`config.mk`:
```
export PLATFORM = sky130hd
export DESIGN_NAME = length_prefixed_frame_splitter_top_flat
export DESIGN_NICKNAME = d
export VERILOG_FILES = /design/src/design/lpfs_pkg.sv /design/src/design/lpfs_in_if.sv /design/src/design/lpfs_out_if.sv /design/src/design/length_prefixed_frame_splitter_top.sv /design/src/flat_wrapper.sv
export VERILOG_INCLUDE_DIRS = /design/src /design/src/design
export SDC_FILE = /design/constraint.sdc
export NUM_CORES = 1
export LEC_CHECK = 0
export ABC_AREA = 1
export CAP_MARGIN = 30
export CELL_PAD_IN_SITES_DETAIL_PLACEMENT = 1
export CELL_PAD_IN_SITES_GLOBAL_PLACEMENT = 2
export CORE_MARGIN = 3
export CORE_UTILIZATION = 40
export DETAILED_ROUTE_END_ITERATION = 12
export DONT_BUFFER_PORTS = 1
export PLACE_DENSITY = 0.83
export SYNTH_ARGS = -nofsm -noshare
export SYNTH_HDL_FRONTEND = slang
export SYNTH_SLANG_ARGS = --single-unit
```
`constraint.sdc`:
```
create_clock -name clk -period 7.3 [get_ports clk]
set_input_delay 1.095 -clock clk [delete_from_list [all_inputs] [get_ports clk]]
set_output_delay 1.095 -clock clk [all_outputs]
set_load 0.02 [all_outputs]
```
`src/design/length_prefixed_frame_splitter_top_assert.svh`:
```
// Assertion macros used by the frame splitter RTL.
`ifndef LENGTH_PREFIXED_FRAME_SPLITTER_TOP_ASSERT_SVH
`define LENGTH_PREFIXED_FRAME_SPLITTER_TOP_ASSERT_SVH
`ifndef NO_ASSERTIONS
`define LPFS_ASSERT_SAME(label, ante, cons) \
	label: assert property (@(posedge clk) disable iff (!arst_n) (ante) |-> (cons)) \
		else $error("assertion failed");
`define LPFS_ASSERT_NEXT(label, ante, cons) \
	label: assert property (@(posedge clk) disable iff (!arst_n) (ante) |=> (cons)) \
		else $error("assertion failed");
`else
`define LPFS_ASSERT_SAME(label, ante, cons)
`define LPFS_ASSERT_NEXT(label, ante, cons)
`endif
`endif

```
`src/design/lpfs_pkg.sv`:
```
// Package with the constants and codes of the frame splitter.
`default_nettype none
package lpfs_pkg;
	localparam int HEADER_BYTES_DEF = 4;
	localparam int LENGTH_W = 32;

	localparam logic [1:0] KIND_BYTE = 2'd0;
	localparam logic [1:0] KIND_END = 2'd1;
	localparam logic [1:0] KIND_REJECT = 2'd2;
	localparam logic [1:0] KIND_NONE = 2'd3;

	localparam logic [2:0] RK_HEADER = 3'd0;
	localparam logic [2:0] RK_CONTENT = 3'd1;
	localparam logic [2:0] RK_EMPTY = 3'd2;
	localparam logic [2:0] RK_CLEAN = 3'd3;
	localparam logic [2:0] RK_UNEXPECTED = 3'd4;
	localparam logic [2:0] RK_DROPPED = 3'd5;

	localparam logic [1:0] PH_IDLE = 2'd0;
	localparam logic [1:0] PH_HEADER = 2'd1;
	localparam logic [1:0] PH_CONTENT = 2'd2;
	localparam logic [1:0] PH_ERROR = 2'd3;
endpackage
`default_nettype wire

```
`src/design/lpfs_in_if.sv`:
```
// Channel interface carrying stream items into the frame splitter.
`default_nettype none
interface lpfs_in_if;
	logic       valid;
	logic       ready;
	logic [1:0] kind;
	logic [7:0] data_byte;

	modport source (output valid, output kind, output data_byte, input ready);
	modport sink (input valid, input kind, input data_byte, output ready);
endinterface
`default_nettype wire

```
`src/design/lpfs_out_if.sv`:
```
// Channel interface carrying results out of the frame splitter.
`default_nettype none
interface lpfs_out_if;
	logic        valid;
	logic        ready;
	logic [2:0]  result_kind;
	logic [7:0]  content_byte;
	logic        first_of_frame;
	logic        last_of_frame;
	logic [31:0] frame_length;
	logic        ended_in_header;
	logic [31:0] missing_bytes;

	modport source (output valid, output result_kind, output content_byte,
		output first_of_frame, output last_of_frame, output frame_length,
		output ended_in_header, output missing_bytes, input ready);
	modport sink (input valid, input result_kind, input content_byte,
		input first_of_frame, input last_of_frame, input frame_length,
		input ended_in_header, input missing_bytes, output ready);
endinterface
`default_nettype wire

```
`src/design/length_prefixed_frame_splitter_top.sv`:
```
// Top level of the length-prefixed frame splitter.
`default_nettype none
`include "length_prefixed_frame_splitter_top_assert.svh"
// The splitter takes one stream item per clock while input ready is high and
// delivers its result from a single result register in the cycle after the
// transaction; the decoder state is updated in the same cycle. Input
// ready is high whenever the result register is empty or its result is taken
// in that cycle, so items flow back to back while the consumer keeps up; a
// result that waits untaken holds the input off until it leaves.
// Items of the unused kind are accepted and give no result.
module length_prefixed_frame_splitter_top
	import lpfs_pkg::*;
#(
	parameter int HEADER_BYTES = HEADER_BYTES_DEF
) (
	input  wire        clk,
	input  wire        arst_n,
	lpfs_in_if.sink    bytes,
	lpfs_out_if.source results
);
	localparam int CNT_W = $clog2(HEADER_BYTES + 1);

	logic [1:0]          phase_q;
	logic [CNT_W-1:0]    seen_q;
	logic [LENGTH_W-1:0] len_q;
	logic [LENGTH_W-1:0] cont_q;

	logic [1:0]          phase_d;
	logic [CNT_W-1:0]    seen_d;
	logic [LENGTH_W-1:0] len_d;
	logic [LENGTH_W-1:0] cont_d;

	logic                emit;
	logic [2:0]          r_kind;
	logic [7:0]          r_byte;
	logic                r_first;
	logic                r_last;
	logic [LENGTH_W-1:0] r_flen;
	logic                r_inhdr;
	logic [LENGTH_W-1:0] r_miss;

	logic [LENGTH_W-1:0] base_len;
	logic [CNT_W-1:0]    base_seen;
	logic [CNT_W-1:0]    seen_inc;
	logic [LENGTH_W-1:0] shifted;
	logic [LENGTH_W-1:0] cont_inc;

	logic                out_valid_q;
	logic [2:0]          kind_q;
	logic [7:0]          byte_q;
	logic                first_q;
	logic                last_q;
	logic [LENGTH_W-1:0] flen_q;
	logic                inhdr_q;
	logic [LENGTH_W-1:0] miss_q;

	logic accept;

	assign bytes.ready = !out_valid_q || results.ready;
	assign accept = bytes.valid && bytes.ready;

	always_comb begin
		phase_d = phase_q;
		seen_d = seen_q;
		len_d = len_q;
		cont_d = cont_q;
		emit = 1'b1;
		r_kind = RK_DROPPED;
		r_byte = 8'd0;
		r_first = 1'b0;
		r_last = 1'b0;
		r_flen = '0;
		r_inhdr = 1'b0;
		r_miss = '0;
		base_len = (phase_q == PH_IDLE) ? '0 : len_q;
		base_seen = (phase_q == PH_IDLE) ? '0 : seen_q;
		seen_inc = CNT_W'(base_seen + 1'b1);
		shifted = {base_len[LENGTH_W-9:0], bytes.data_byte};
		cont_inc = cont_q + 1'b1;
		case (bytes.kind)
			KIND_REJECT: begin
				phase_d = PH_ERROR;
			end
			KIND_END: begin
				case (phase_q)
					PH_IDLE: begin
						r_kind = RK_CLEAN;
					end
					PH_HEADER: begin
						r_kind = RK_UNEXPECTED;
						r_inhdr = 1'b1;
						r_miss = LENGTH_W'(HEADER_BYTES) - LENGTH_W'(seen_q);
						phase_d = PH_ERROR;
					end
					PH_CONTENT: begin
						r_kind = RK_UNEXPECTED;
						r_flen = len_q;
						r_miss = len_q - cont_q;
						phase_d = PH_ERROR;
					end
					default: begin
						r_kind = RK_DROPPED;
					end
				endcase
			end
			KIND_BYTE: begin
				if (phase_q inside {PH_IDLE, PH_HEADER}) begin
					len_d = shifted;
					r_kind = RK_HEADER;
					if (seen_inc >= CNT_W'(HEADER_BYTES)) begin
						seen_d = '0;
						cont_d = '0;
						if (shifted == '0) begin
							phase_d = PH_IDLE;
							r_kind = RK_EMPTY;
							r_last = 1'b1;
						end else begin
							phase_d = PH_CONTENT;
						end
					end else begin
						seen_d = seen_inc;
						phase_d = PH_HEADER;
					end
				end else if (phase_q == PH_CONTENT) begin
					r_kind = RK_CONTENT;
					r_byte = bytes.data_byte;
					r_first = (cont_q == '0);
					r_last = (cont_inc == len_q);
					r_flen = len_q;
					if (cont_inc == len_q) begin
						cont_d = '0;
						phase_d = PH_IDLE;
					end else begin
						cont_d = cont_inc;
					end
				end
			end
			default: begin
				emit = 1'b0;
			end
		endcase
	end

	always_ff @(posedge clk or negedge arst_n) begin
		if (!arst_n) begin
			phase_q <= PH_IDLE;
			seen_q <= '0;
			len_q <= '0;
			cont_q <= '0;
			out_valid_q <= 1'b0;
		end else begin
			if (accept) begin
				phase_q <= phase_d;
				seen_q <= seen_d;
				len_q <= len_d;
				cont_q <= cont_d;
				out_valid_q <= emit;
			end else if (results.ready) begin
				out_valid_q <= 1'b0;
			end
		end
	end

	always_ff @(posedge clk) begin
		if (accept && emit) begin
			kind_q <= r_kind;
			byte_q <= r_byte;
			first_q <= r_first;
			last_q <= r_last;
			flen_q <= r_flen;
			inhdr_q <= r_inhdr;
			miss_q <= r_miss;
		end
	end

	assign results.valid = out_valid_q;
	assign results.result_kind = kind_q;
	assign results.content_byte = byte_q;
	assign results.first_of_frame = first_q;
	assign results.last_of_frame = last_q;
	assign results.frame_length = flen_q;
	assign results.ended_in_header = inhdr_q;
	assign results.missing_bytes = miss_q;

	`LPFS_ASSERT_NEXT(a_error_drops, accept && phase_q == PH_ERROR && bytes.kind == KIND_BYTE,
		results.valid && results.result_kind == RK_DROPPED)
	`LPFS_ASSERT_SAME(a_content_in_range, phase_q == PH_CONTENT, cont_q < len_q)
	`LPFS_ASSERT_NEXT(a_none_no_result, accept && bytes.kind == KIND_NONE, !results.valid)
endmodule
`default_nettype wire
```
`src/flat_wrapper.sv`:
```
// flat-port wrapper written by rule: the top's interface ports become plain ports
module length_prefixed_frame_splitter_top_flat import lpfs_pkg::*;
#(
	parameter int HEADER_BYTES = HEADER_BYTES_DEF
)
  (clk, arst_n, bytes_valid, bytes_kind, bytes_data_byte, bytes_ready, results_valid, results_result_kind, results_content_byte, results_first_of_frame, results_last_of_frame, results_frame_length, results_ended_in_header, results_missing_bytes, results_ready);
  lpfs_in_if bytes_i ();
  lpfs_out_if results_i ();
  input  wire clk;
  input  wire arst_n;
  input wire logic [$bits(bytes_i.valid)-1:0] bytes_valid;
  input wire logic [$bits(bytes_i.kind)-1:0] bytes_kind;
  input wire logic [$bits(bytes_i.data_byte)-1:0] bytes_data_byte;
  output wire logic [$bits(bytes_i.ready)-1:0] bytes_ready;
  output wire logic [$bits(results_i.valid)-1:0] results_valid;
  output wire logic [$bits(results_i.result_kind)-1:0] results_result_kind;
  output wire logic [$bits(results_i.content_byte)-1:0] results_content_byte;
  output wire logic [$bits(results_i.first_of_frame)-1:0] results_first_of_frame;
  output wire logic [$bits(results_i.last_of_frame)-1:0] results_last_of_frame;
  output wire logic [$bits(results_i.frame_length)-1:0] results_frame_length;
  output wire logic [$bits(results_i.ended_in_header)-1:0] results_ended_in_header;
  output wire logic [$bits(results_i.missing_bytes)-1:0] results_missing_bytes;
  input wire logic [$bits(results_i.ready)-1:0] results_ready;
  assign bytes_i.valid = bytes_valid;
  assign bytes_i.kind = bytes_kind;
  assign bytes_i.data_byte = bytes_data_byte;
  assign bytes_ready = bytes_i.ready;
  assign results_valid = results_i.valid;
  assign results_result_kind = results_i.result_kind;
  assign results_content_byte = results_i.content_byte;
  assign results_first_of_frame = results_i.first_of_frame;
  assign results_last_of_frame = results_i.last_of_frame;
  assign results_frame_length = results_i.frame_length;
  assign results_ended_in_header = results_i.ended_in_header;
  assign results_missing_bytes = results_i.missing_bytes;
  assign results_i.ready = results_ready;
  length_prefixed_frame_splitter_top #(.HEADER_BYTES(HEADER_BYTES)) u_core (.clk(clk), .arst_n(arst_n), .bytes(bytes_i), .results(results_i));
endmodule
```
* After elaboration in Yosys (flattened, before gate mapping)
Index checks and enable logic that the tools add are counted.
** Storage, ports and cells
- Register bits :: 148
- Latch bits :: 0
- Memory bits (writable) :: 0
- ROM bits :: 0
- Bits of input ports :: 14
- Output and inout bits :: 80
- Logic and storage cells :: 78
- Memories kept :: 0
** Cells by class
- Add/sub/neg operators :: 4
- Multipliers :: 0
- Divide/modulo/power cells :: 0
- Magnitude comparators :: 1
- Equality and inequality tests :: 9
- Shifts and indexed selects :: 0
- Muxes and demuxes :: 32
- Bitwise gates (word level) :: 2
- Reductions and logical operators :: 18
** Operator list (count)
- two-way mux 32 bit :: 6
- one-hot mux 32 bit (2 select lines) :: 2
- zero test 32 bit :: 2
- adder 32 x 1 -> 32 bit, second input constant :: 1
- equality test 32 bit :: 1
- subtractor 32 bit :: 1
- two-way mux 24 bit :: 1
- two-way mux 3 bit :: 5
- two-way mux 2 bit :: 7
- one-hot mux 3 bit (2 select lines) :: 2
- two-way mux 1 bit :: 8
- inequality test 3 x 1 -> 1 bit, second input constant :: 2
- one-hot mux 2 bit (3 select lines) :: 1
- nonzero test 2 bit :: 3
- OR reduction 3 bit :: 2
- AND reduction 5 bit :: 1
- equality test 2 x 1 -> 1 bit, second input constant :: 2
- equality test 2 bit, second input constant :: 2
- zero test 2 bit :: 2
- inequality test 2 bit, second input constant :: 2
- AND reduction 4 bit :: 1
- subtractor 3 x 3 -> 4 bit, first input constant :: 1
- adder 3 x 1 -> 3 bit, second input constant :: 1
- greater-or-equal comparator 3 bit, second input constant :: 1
- other kinds (7) :: 9

* Logic depth before layout (Yosys ltp)
Gate-level depths: netlist (run 1).
- Word-level depth :: 7
- Depth in mapped cells :: 18
- Mapped depth without buffers :: 18

* Least setup slack after synthesis (run 1)
No wires, ideal clock.
- Path type :: input -> register
- Start point :: input port results_ready
- End point :: register u_core.phase_q[0]
- Library setup time :: 0.121 ns
- Arrival :: 5.306 ns
- Data required time :: 7.179 ns
- Setup slack :: 1.873 ns
- Cell stages on the path :: 8
- Buffers on the path :: 0
- Cells stage by stage :: inv_1 -> nand2_1 -> nand2_1 -> nor2_1 -> o21a_1 -> nand2_1 -> nand2_1 -> nand2_1
** Between the ends
- Longest elaborated chain between the ends :: 3
** Ends and longest elaborated chain
- start: declaration :: RTL line flat_wrapper.sv:23 : input wire logic [$bits(results_i.ready)-1:0] results_ready;
- logical OR 1 bit :: RTL line length_prefixed_frame_splitter_top.sv:59 : assign bytes.ready = !out_valid_q || results.ready;
- net bytes_ready :: RTL line flat_wrapper.sv:14 : output wire logic [$bits(bytes_i.ready)-1:0] bytes_ready;
- logical AND 1 bit :: RTL line length_prefixed_frame_splitter_top.sv:60 : assign accept = bytes.valid && bytes.ready;
- AND reduction 5 bit (no line)
- end signal: assignment :: RTL line length_prefixed_frame_splitter_top.sv:153 : phase_q <= phase_d;
- end: declaration :: RTL line length_prefixed_frame_splitter_top.sv:23 : logic [1:0] phase_q;
The timed path passes the listed nets, and every way through them passes these cells.
A chain may end at the register's enable or synchronous reset.

* Final worst setup path (run 1)
- Start point :: register u_core.phase_q[0]
- End point :: register u_core.cont_q[8]
** Between the ends
- Longest elaborated chain between the ends :: 6
- Elaborated cells on any way between the ends :: 11
- Those cells by class :: add/sub (1); order compare (1); eq/ne (3); mux (2); reduce/logical (4)
** Ends and longest elaborated chain
- zero test 2 bit :: RTL line length_prefixed_frame_splitter_top.sv:76, length_prefixed_frame_splitter_top.sv:107
- two-way mux 3 bit :: RTL line length_prefixed_frame_splitter_top.sv:76 : base_seen = (phase_q == PH_IDLE) ? '0 : seen_q;
- adder 3 x 1 -> 3 bit :: RTL line length_prefixed_frame_splitter_top.sv:77 : seen_inc = CNT_W'(base_seen + 1'b1);
- greater-or-equal comparator 3 bit :: RTL line length_prefixed_frame_splitter_top.sv:110 : if (seen_inc >= CNT_W'(HEADER_BYTES)) begin
- inequality test 2 bit (no line)
- AND reduction 4 bit (no line)
- end signal: assignment :: RTL line length_prefixed_frame_splitter_top.sv:156 : cont_q <= cont_d;
- end: declaration :: RTL line length_prefixed_frame_splitter_top.sv:26 : logic [LENGTH_W-1:0] cont_q;
Parallel ways exist; a longest one is shown, timed or not.

==> qor.yml, run 1 <==
holdBufCountCts: 0
critical_path_slowest_stage_cell: "sky130_fd_sc_hd__inv_1"
gr-total-overflow: 0
dr.pass1.iters: 5
first_iter_violations: 449
fin_tns_setup_ns: 0
crit_path_launch_type: "flop"
latest_clock_arrival_within_the_worst_skew_pair_ns: 0.44
cts_setup_buffers: 0
cp_cell_sequence: "inv_1, ha_1, inv_1, nor2_1, clkinv_1, nor2_1, nand2_2, o21ai_0"
fin_skew_ns: 0.0151
die-area_sq_um: 25500
gr-usage-all-layers: 0.262
post-place-cells: 1558
final_period_minus_worst_setup_slack_ns: 3.98
finalWirelength_um: 32500
timing_worst_setup_path_type: "reg -> reg"
layout.nets: 1319
number_of_different_library_cells_in_the_post_synthesis_netlist: 44
dieHeight_um: 160
fillers: 2871
synth_edf_count: 78
cap_violations: 0
slowest_delay_ns: 0.57
synth-xor-area-share: 0.00278
yosys.area_share.simple: 0.299
combinational_family_with_the_most_area_after_synthesis: "simple AND/OR/NAND/NOR gates"
run_status: "completed"
yosys_most_used_dff: "sky130_fd_sc_hd__edfxtp_1"
grt_first_pass_wirelength_um: 52100
min_period_over_period: 0.545
syn_warnings: 0
gp_congestion: 0.897
htreeDepth: 4
synth-compound-area-share: 0.136
synthToLayoutAreaGrowth_pct: 9.67
mappedNetlistArea_sq_um: 9450
cells_after_synth: 1270
final_layout_size_suffix_gt1_frac: 0.0650
n_antenna_cell: 0
post_cts.resized_instances: 0
timing.max_slew.rel_slack: 0.329
residual_drc_count: 0
fraction_of_registers_with_async_set_or_reset_after_synthesis: 0.473
cts-root-to-sink-buffers: 2
mux_share_of_post_synthesis_cell_area: 0
final_hold_viol_count: 0
worst_hold_check_path_type: "in -> async"
timing.critical_path.arrival_ns: 4.31
fmaxAchievable_ghz: 0.252
cts.sinks: 148
post_synth_main_area_contributors: "sky130_fd_sc_hd__edfxtp_1 (25%), sky130_fd_sc_hd__dfrtp_1 (19%), sky130_fd_sc_hd__nand2_1 (14%), sky130_fd_sc_hd__nor2_1 (5.9%), sky130_fd_sc_hd__inv_1 (5.7%)"
yosys.area.top_type: "sky130_fd_sc_hd__edfxtp_1"
num_rows: 55
setup_viol: 0
p_leak_nw: 4.34
synth.top_cell.area_share: 0.248
synth_adder_area_share: 0.0551
instances_no_fill: 1590
grt_pass1_vias: 9069
irDropWorstVdd_v: 0.000156
cts_inserted_buffers: 17
crit_path_end_kind: "flop"
timing.rr.start: "u_core.phase_q[0]"
unrepaired_setup_endpoints_after_global_routing: "false"
io_pins: 94
ys_seq_elements: 148
route.vias.total: 8599
grt_max_degree: 71
avg_cell_area_syn_sq_um: 7.44
average_wire_length_per_cell_after_detail_routing_um: 20.4
ys_seq_area_frac: 0.433
coreArea_sq_um: 22900
dieWidth_um: 160
worst_setup_path_startpoint: "u_core.phase_q[0]"
clock_tree_from_tritoncts: "built"
clock_root_buffer_master: "sky130_fd_sc_hd__clkbuf_16"
synthesis.nets: 1325
postRouteAntennaNets: 0
maxSlewViolCount: 0
grt_antenna_before_repair: 1
detailed_place_hpwl_um: 25000
floorplan.initialDensity: 0.413
average_via_count_per_standard_cell: 5.41
worst_setup_hold_path_clk_slew_ns: 0.08
port-buffer-count: 0
p_per_area_nw_per_um2: 400
crit_required_ns: 7.63
slew_at_the_pin_closest_to_its_max_slew_limit_ns: 1.00
maximum_fanout_along_the_worst_path: 29
-- routing by layer --
metal,up-vias,track usage,routed length [um]
li1,4214,-,-
met1,4147,0.336,14400
met2,189,0.448,15700
met3,49,0.0428,1340
met4,0,0.0951,1060
met5,-,0,0
-- worst max-delay path: cells and delay by family (launching register included) --
family,cells,cell delay [ns]
AND/OR/NAND/NOR,3,1.45
buffers and inverters,3,1.03
flip-flops,1,0.43
adder cells (fa/ha/maj),1,0.56
AO/OA/AOI/OAI,1,0.38
-- synth_stat cells (6+ instances only) --
master and count:
sky130_fd_sc_hd__nor3_1 6, sky130_fd_sc_hd__o21ai_0 104, sky130_fd_sc_hd__nor2_2 14, sky130_fd_sc_hd__nor2_1 148
sky130_fd_sc_hd__nand3_1 95, sky130_fd_sc_hd__ha_1 40, sky130_fd_sc_hd__nand4_1 18, sky130_fd_sc_hd__inv_1 143
sky130_fd_sc_hd__nand2_1 353, sky130_fd_sc_hd__nand2_2 7, sky130_fd_sc_hd__clkbuf_1 23, sky130_fd_sc_hd__o21ai_2 10
sky130_fd_sc_hd__a21oi_1 92, sky130_fd_sc_hd__edfxtp_1 78, sky130_fd_sc_hd__nor4_1 9, sky130_fd_sc_hd__dfrtp_1 70
sky130_fd_sc_hd__a21o_1 8
-- layout make-up --
class,instances,area (sq um),share of cell area
sequential,148,4090,0.395
clock buffer,18,429,0.0414
multi-input combinational,946,4690,0.453
tap,313,392,0.0378
clock inverter,14,144,0.0139
inverter,146,548,0.0529
timing repair buffer,5,70.1,0.00676
-- through the flow --
step	total power [W]	area, sq um	hold WS (ns)	util	worst slack, ns
after CTS	0.00415	10400	0.333	0.452	3.27
final	0.00414	10400	0.350	0.452	3.32
after global routing	0.00449	10400	0.337	0.452	2.98
after global placement	0.00320	9750	0.516	0.425	3.65
after floorplan	0.00259	9450	0.490	-	1.87
after detailed placement	0.00324	9800	0.549	0.427	3.33
-- power breakdown --
part	switching (W)	internal [W]
registers	0.000238	0.00104
clock network	0.000404	0.000479
logic	0.00137	0.000610
total	0.00201	0.00213
-- cells in the final DEF (no fill, tap or decap), types with 2 or more instances in the layout --
master | synthesis | layout
sky130_fd_sc_hd__nand2_1 | 353 | 353
sky130_fd_sc_hd__nor2_1 | 148 | 147
sky130_fd_sc_hd__inv_1 | 143 | 143
sky130_fd_sc_hd__o21ai_0 | 104 | 104
sky130_fd_sc_hd__nand3_1 | 95 | 95
sky130_fd_sc_hd__a21oi_1 | 92 | 91
sky130_fd_sc_hd__edfxtp_1 | 78 | 78
sky130_fd_sc_hd__dfrtp_1 | 70 | 70
sky130_fd_sc_hd__ha_1 | 40 | 40
sky130_fd_sc_hd__nand4_1 | 18 | 18
sky130_fd_sc_hd__clkbuf_16 | 0 | 17
sky130_fd_sc_hd__nor2_2 | 14 | 14
sky130_fd_sc_hd__o21ai_2 | 10 | 11
sky130_fd_sc_hd__nor4_1 | 9 | 9
sky130_fd_sc_hd__a21o_1 | 8 | 8
sky130_fd_sc_hd__nand2_2 | 7 | 7
sky130_fd_sc_hd__nor2_4 | 5 | 6
sky130_fd_sc_hd__nor3_1 | 6 | 6
sky130_fd_sc_hd__o21bai_1 | 5 | 5
sky130_fd_sc_hd__or2_2 | 4 | 4
sky130_fd_sc_hd__clkinvlp_4 | 0 | 4
sky130_fd_sc_hd__inv_6 | 0 | 4
sky130_fd_sc_hd__o41ai_1 | 3 | 3
sky130_fd_sc_hd__nand3b_1 | 3 | 3
sky130_fd_sc_hd__o21a_1 | 3 | 3
sky130_fd_sc_hd__clkinv_4 | 0 | 3
sky130_fd_sc_hd__buf_4 | 3 | 3
sky130_fd_sc_hd__clkinv_1 | 2 | 2
sky130_fd_sc_hd__o22ai_1 | 2 | 2
sky130_fd_sc_hd__o21ai_1 | 3 | 2
sky130_fd_sc_hd__o211ai_1 | 2 | 2
sky130_fd_sc_hd__xor2_1 | 2 | 2
sky130_fd_sc_hd__inv_8 | 0 | 2
-- flip-flops by register name, summed over array words and instances (netlist names) --
| name | cells |
|---|---|
| u_core.phase_q | 2 |
| u_core.results.ended_in_header | 1 |
| u_core.results.frame_length | 32 |
| u_core.len_q | 32 |
| u_core.results.missing_bytes | 32 |
| u_core.seen_q | 3 |
| u_core.results.content_byte | 8 |
| u_core.cont_q | 32 |
| u_core.results.valid | 1 |
| u_core.results.result_kind | 3 |
| u_core.results.last_of_frame | 1 |
| u_core.results.first_of_frame | 1 |
-- kinds of logic after synthesis --
family,Yosys count
DFF,148
adders and majority gates,41
AOI/OAI and AO/OA,236
and+or+nand+nor,666
xor gates and xnor gates,3
buffers and inverters,176
-- worst paths after layout --
kind,slack (ns),end,depth (start not counted)
setup / recovery,3.32,u_core.cont_q[8],8
hold / removal,0.35,u_core.cont_q[24],0
setup reg to reg,3.32,u_core.cont_q[8],8
hold reg to reg,0.57,u_core.phase_q[0],2
max in group asynchronous,6.77,u_core.cont_q[22],0
min in group clk,0.57,u_core.phase_q[0],2
Power figures use the tool's default switching activity.
==> inputs of run 2 (changes only) <==
Settings changed: CORE_UTILIZATION 40 to 37, PLACE_DENSITY 0.83 to 0.78.
Clock period 7.3 ns to 3.7 ns, I/O delays scaled along.
==> run 2 against run 1 <==
  * Via count is 0.62% higher
  * Non-clock buffer count is 10 higher
  * Sequential power up 95%
  * Register-to-register slack worse by 2.6 ns
  * Highest routed layer unchanged
  * Count of clock-buffer cells in the layout grew 1
  * Critical endpoint is now u_core.cont_q[25]
  * First-iteration DRC count is 37% higher
  * Die area is 7.8% higher
  * Worst hold slack worse by 0.33 ns
  * Wire length up 3.5%
==> qor.yml, run 2 (same netlist as run 1, synthesis figures left out) <==
timing.max_slew.rel_slack: 0.416  # was 0.329
fmaxAchievable_ghz: 0.332  # was 0.252 GHz
route.vias.total: 8652  # was 8599
grt_antenna_before_repair: 0  # was 1
htreeDepth: 4  # unchanged
die-area_sq_um: 27500  # was 25500 sq um
finalWirelength_um: 33600  # was 32500 um
num_rows: 57  # was 55
worst_hold_check_path_type: "in -> async"  # unchanged
cts-root-to-sink-buffers: 2  # unchanged
maximum_fanout_along_the_worst_path: 24  # was 29
io_pins: 94  # unchanged
crit_path_launch_type: "flop"  # unchanged
layout.nets: 1329  # was 1319
grt_pass1_vias: 8886  # was 9069
slew_at_the_pin_closest_to_its_max_slew_limit_ns: 0.876  # was 1.00 ns
coreArea_sq_um: 24700  # was 22900 sq um
reg_to_reg_end: "u_core.cont_q[25]"  # was u_core.cont_q[8]
unrepaired_setup_endpoints_after_global_routing: "false"  # unchanged
detailed_place_hpwl_um: 25700  # was 25000 um
maxSlewViolCount: 0  # unchanged
floorplan.initialDensity: 0.382  # was 0.413
n_antenna_cell: 0  # unchanged
cts.sinks: 148  # unchanged
layout_setup_ws_ns: 0.691  # was 3.32 ns
design_power_total_w: 0.00827  # was 0.00414 W
worst_setup_hold_path_clk_slew_ns: 0.07  # was 0.08 ns
p_leak_nw: 4.40  # was 4.34 nW
crit_path_end_kind: "flop"  # unchanged
synthToLayoutAreaGrowth_pct: 11.0  # was 9.67%
first_iter_violations: 613  # was 449
fin_tns_setup_ns: 0  # unchanged
gr-total-overflow: 0  # unchanged
dpl_worst_slack_ns: 0.710  # was 3.33 ns
residual_drc_count: 0  # unchanged
timing.critical_path.arrival_ns: 3.32  # was 4.31 ns
irDropWorstVdd_v: 0.000340  # was 0.000156 V
clock_tree_from_tritoncts: "built"  # unchanged
fillers: 3065  # was 2871
grt_max_degree: 80  # was 71
grt_first_pass_wirelength_um: 52800  # was 52100 um
latest_clock_arrival_within_the_worst_skew_pair_ns: 0.44  # about the same
post_cts.resized_instances: 0  # unchanged
average_wire_length_per_cell_after_detail_routing_um: 20.9  # was 20.4 um
average_via_count_per_standard_cell: 5.37  # was 5.41
dieHeight_um: 166  # was 160 um
gr-usage-all-layers: 0.247  # was 0.262
most_common_cell_after_layout_fill_and_taps_aside: "sky130_fd_sc_hd__nand2_1"  # unchanged
final_layout_size_suffix_gt1_frac: 0.0707  # was 0.0650
clock_root_buffer_master: "sky130_fd_sc_hd__clkbuf_16"  # unchanged
p_per_area_nw_per_um2: 788  # was 400 nW/um^2
run_status: "completed"  # unchanged
layout_common_cells: "sky130_fd_sc_hd__nand2_1 (353), sky130_fd_sc_hd__nor2_1 (147), sky130_fd_sc_hd__inv_1 (143)"  # unchanged
hold_ws_ns: 0.0186  # was 0.350 ns
dr.pass1.iters: 4  # was 5
cap_violations: 0  # unchanged
timing_worst_setup_path_type: "reg -> reg"  # unchanged
final_hold_viol_count: 0  # unchanged
timing.rr.start: "u_core.cont_q[5]"  # was u_core.phase_q[0]
min_period_over_period: 0.813  # was 0.545
ff2ff_path_depth: 16  # was 8
fin_skew_ns: 0.0119  # was 0.0151 ns
final_period_minus_worst_setup_slack_ns: 3.01  # was 3.98 ns
crit_required_ns: 4.01  # was 7.63 ns
dieWidth_um: 166  # was 160 um
port-buffer-count: 0  # unchanged
cts_inserted_buffers: 17  # unchanged
setup_viol: 0  # unchanged
postRouteAntennaNets: 0  # unchanged
ff2ff_setup_slack_ns: 0.69  # was 3.32 ns
gp_congestion: 0.885  # was 0.897
## run 2: cell count changes in the layout (fill, tap and decap cells not counted), sizes merged
cell,change
buf,+10
inv,-2
bufinv,+1
clkbuf,+1
## run 2: critical path, cell delays in order (launching register included)
cell                      delay (ns)
sky130_fd_sc_hd__dfrtp_1        0.54
sky130_fd_sc_hd__nand2_2        0.16
sky130_fd_sc_hd__nor2_1         0.23
sky130_fd_sc_hd__nand2_1        0.18
sky130_fd_sc_hd__nor2_2         0.26
sky130_fd_sc_hd__nand2_1        0.10
sky130_fd_sc_hd__nand2_1        0.09
sky130_fd_sc_hd__nand2_1        0.07
sky130_fd_sc_hd__nand2_1        0.06
sky130_fd_sc_hd__nand2_1        0.05
sky130_fd_sc_hd__nor2_1         0.15
sky130_fd_sc_hd__nand2_1        0.15
sky130_fd_sc_hd__nor2_2         0.17
sky130_fd_sc_hd__nand3_2        0.14
sky130_fd_sc_hd__nand2_2        0.19
sky130_fd_sc_hd__buf_12         0.22
sky130_fd_sc_hd__o21ai_0        0.10
## run 2: power by group
part	leakage, nW	switching (W)	total, W	internal (W)
registers	1.69	0.000453	0.00250	0.00205
clock network	0.270	0.000791	0.00179	0.00100
logic	2.44	0.00274	0.00397	0.00123
## run 2: per-stage QoR
step	instance area [sq um]	util	cells
after floorplan	9460	-	1270
after global placement	9860	0.399	1577
after detailed placement	9860	0.399	1577
after CTS	10500	0.423	1610
after global routing	10500	0.424	1611
final	10500	0.424	1611
## run 2: final cells by class
cell class | count | area (sq um) | share of cell area
repair buffers | 15 | 170 | 0.0162
clock buffers | 19 | 433 | 0.0413
multi-input cells | 946 | 4690 | 0.447
flip-flops and latches | 148 | 4090 | 0.390
well taps | 324 | 405 | 0.0386
inverters | 146 | 548 | 0.0522
clock inverters | 13 | 149 | 0.0142
## run 2: worst max path at each step
stage,from,endpoint,slack (ns),cells past startpoint
floorplan,results_ready,u_core.phase_q[0],0.14,8
detailed placement,u_core.cont_q[2],u_core.results.missing_bytes[31],0.71,13
finish,u_core.cont_q[5],u_core.cont_q[25],0.69,16
global route,u_core.len_q[0],u_core.results.missing_bytes[20],0.34,15
global placement,u_core.cont_q[2],u_core.results.missing_bytes[31],0.75,13
CTS,u_core.cont_q[2],u_core.results.missing_bytes[23],0.70,13
## run 2: metal layers
| layer | up-vias | share of wire | routed length (um) | track usage |
|---|---|---|---|---|
| li1 | 4216 | - | - | - |
| met1 | 4229 | 0.46 | 15600 | 0.330 |
| met2 | 168 | 0.48 | 16000 | 0.417 |
| met3 | 39 | 0.036 | 1200 | 0.0355 |
| met4 | 0 | 0.024 | 797 | 0.0756 |
| met5 | - | 0 | 0 | 0 |
## run 2: what timing repair did
action / 4_1_cts / 5_1_grt
endpoints found under the hold margin: 70 / 0
setup buffers: 0 / 0
hold buffers: 1 / 0
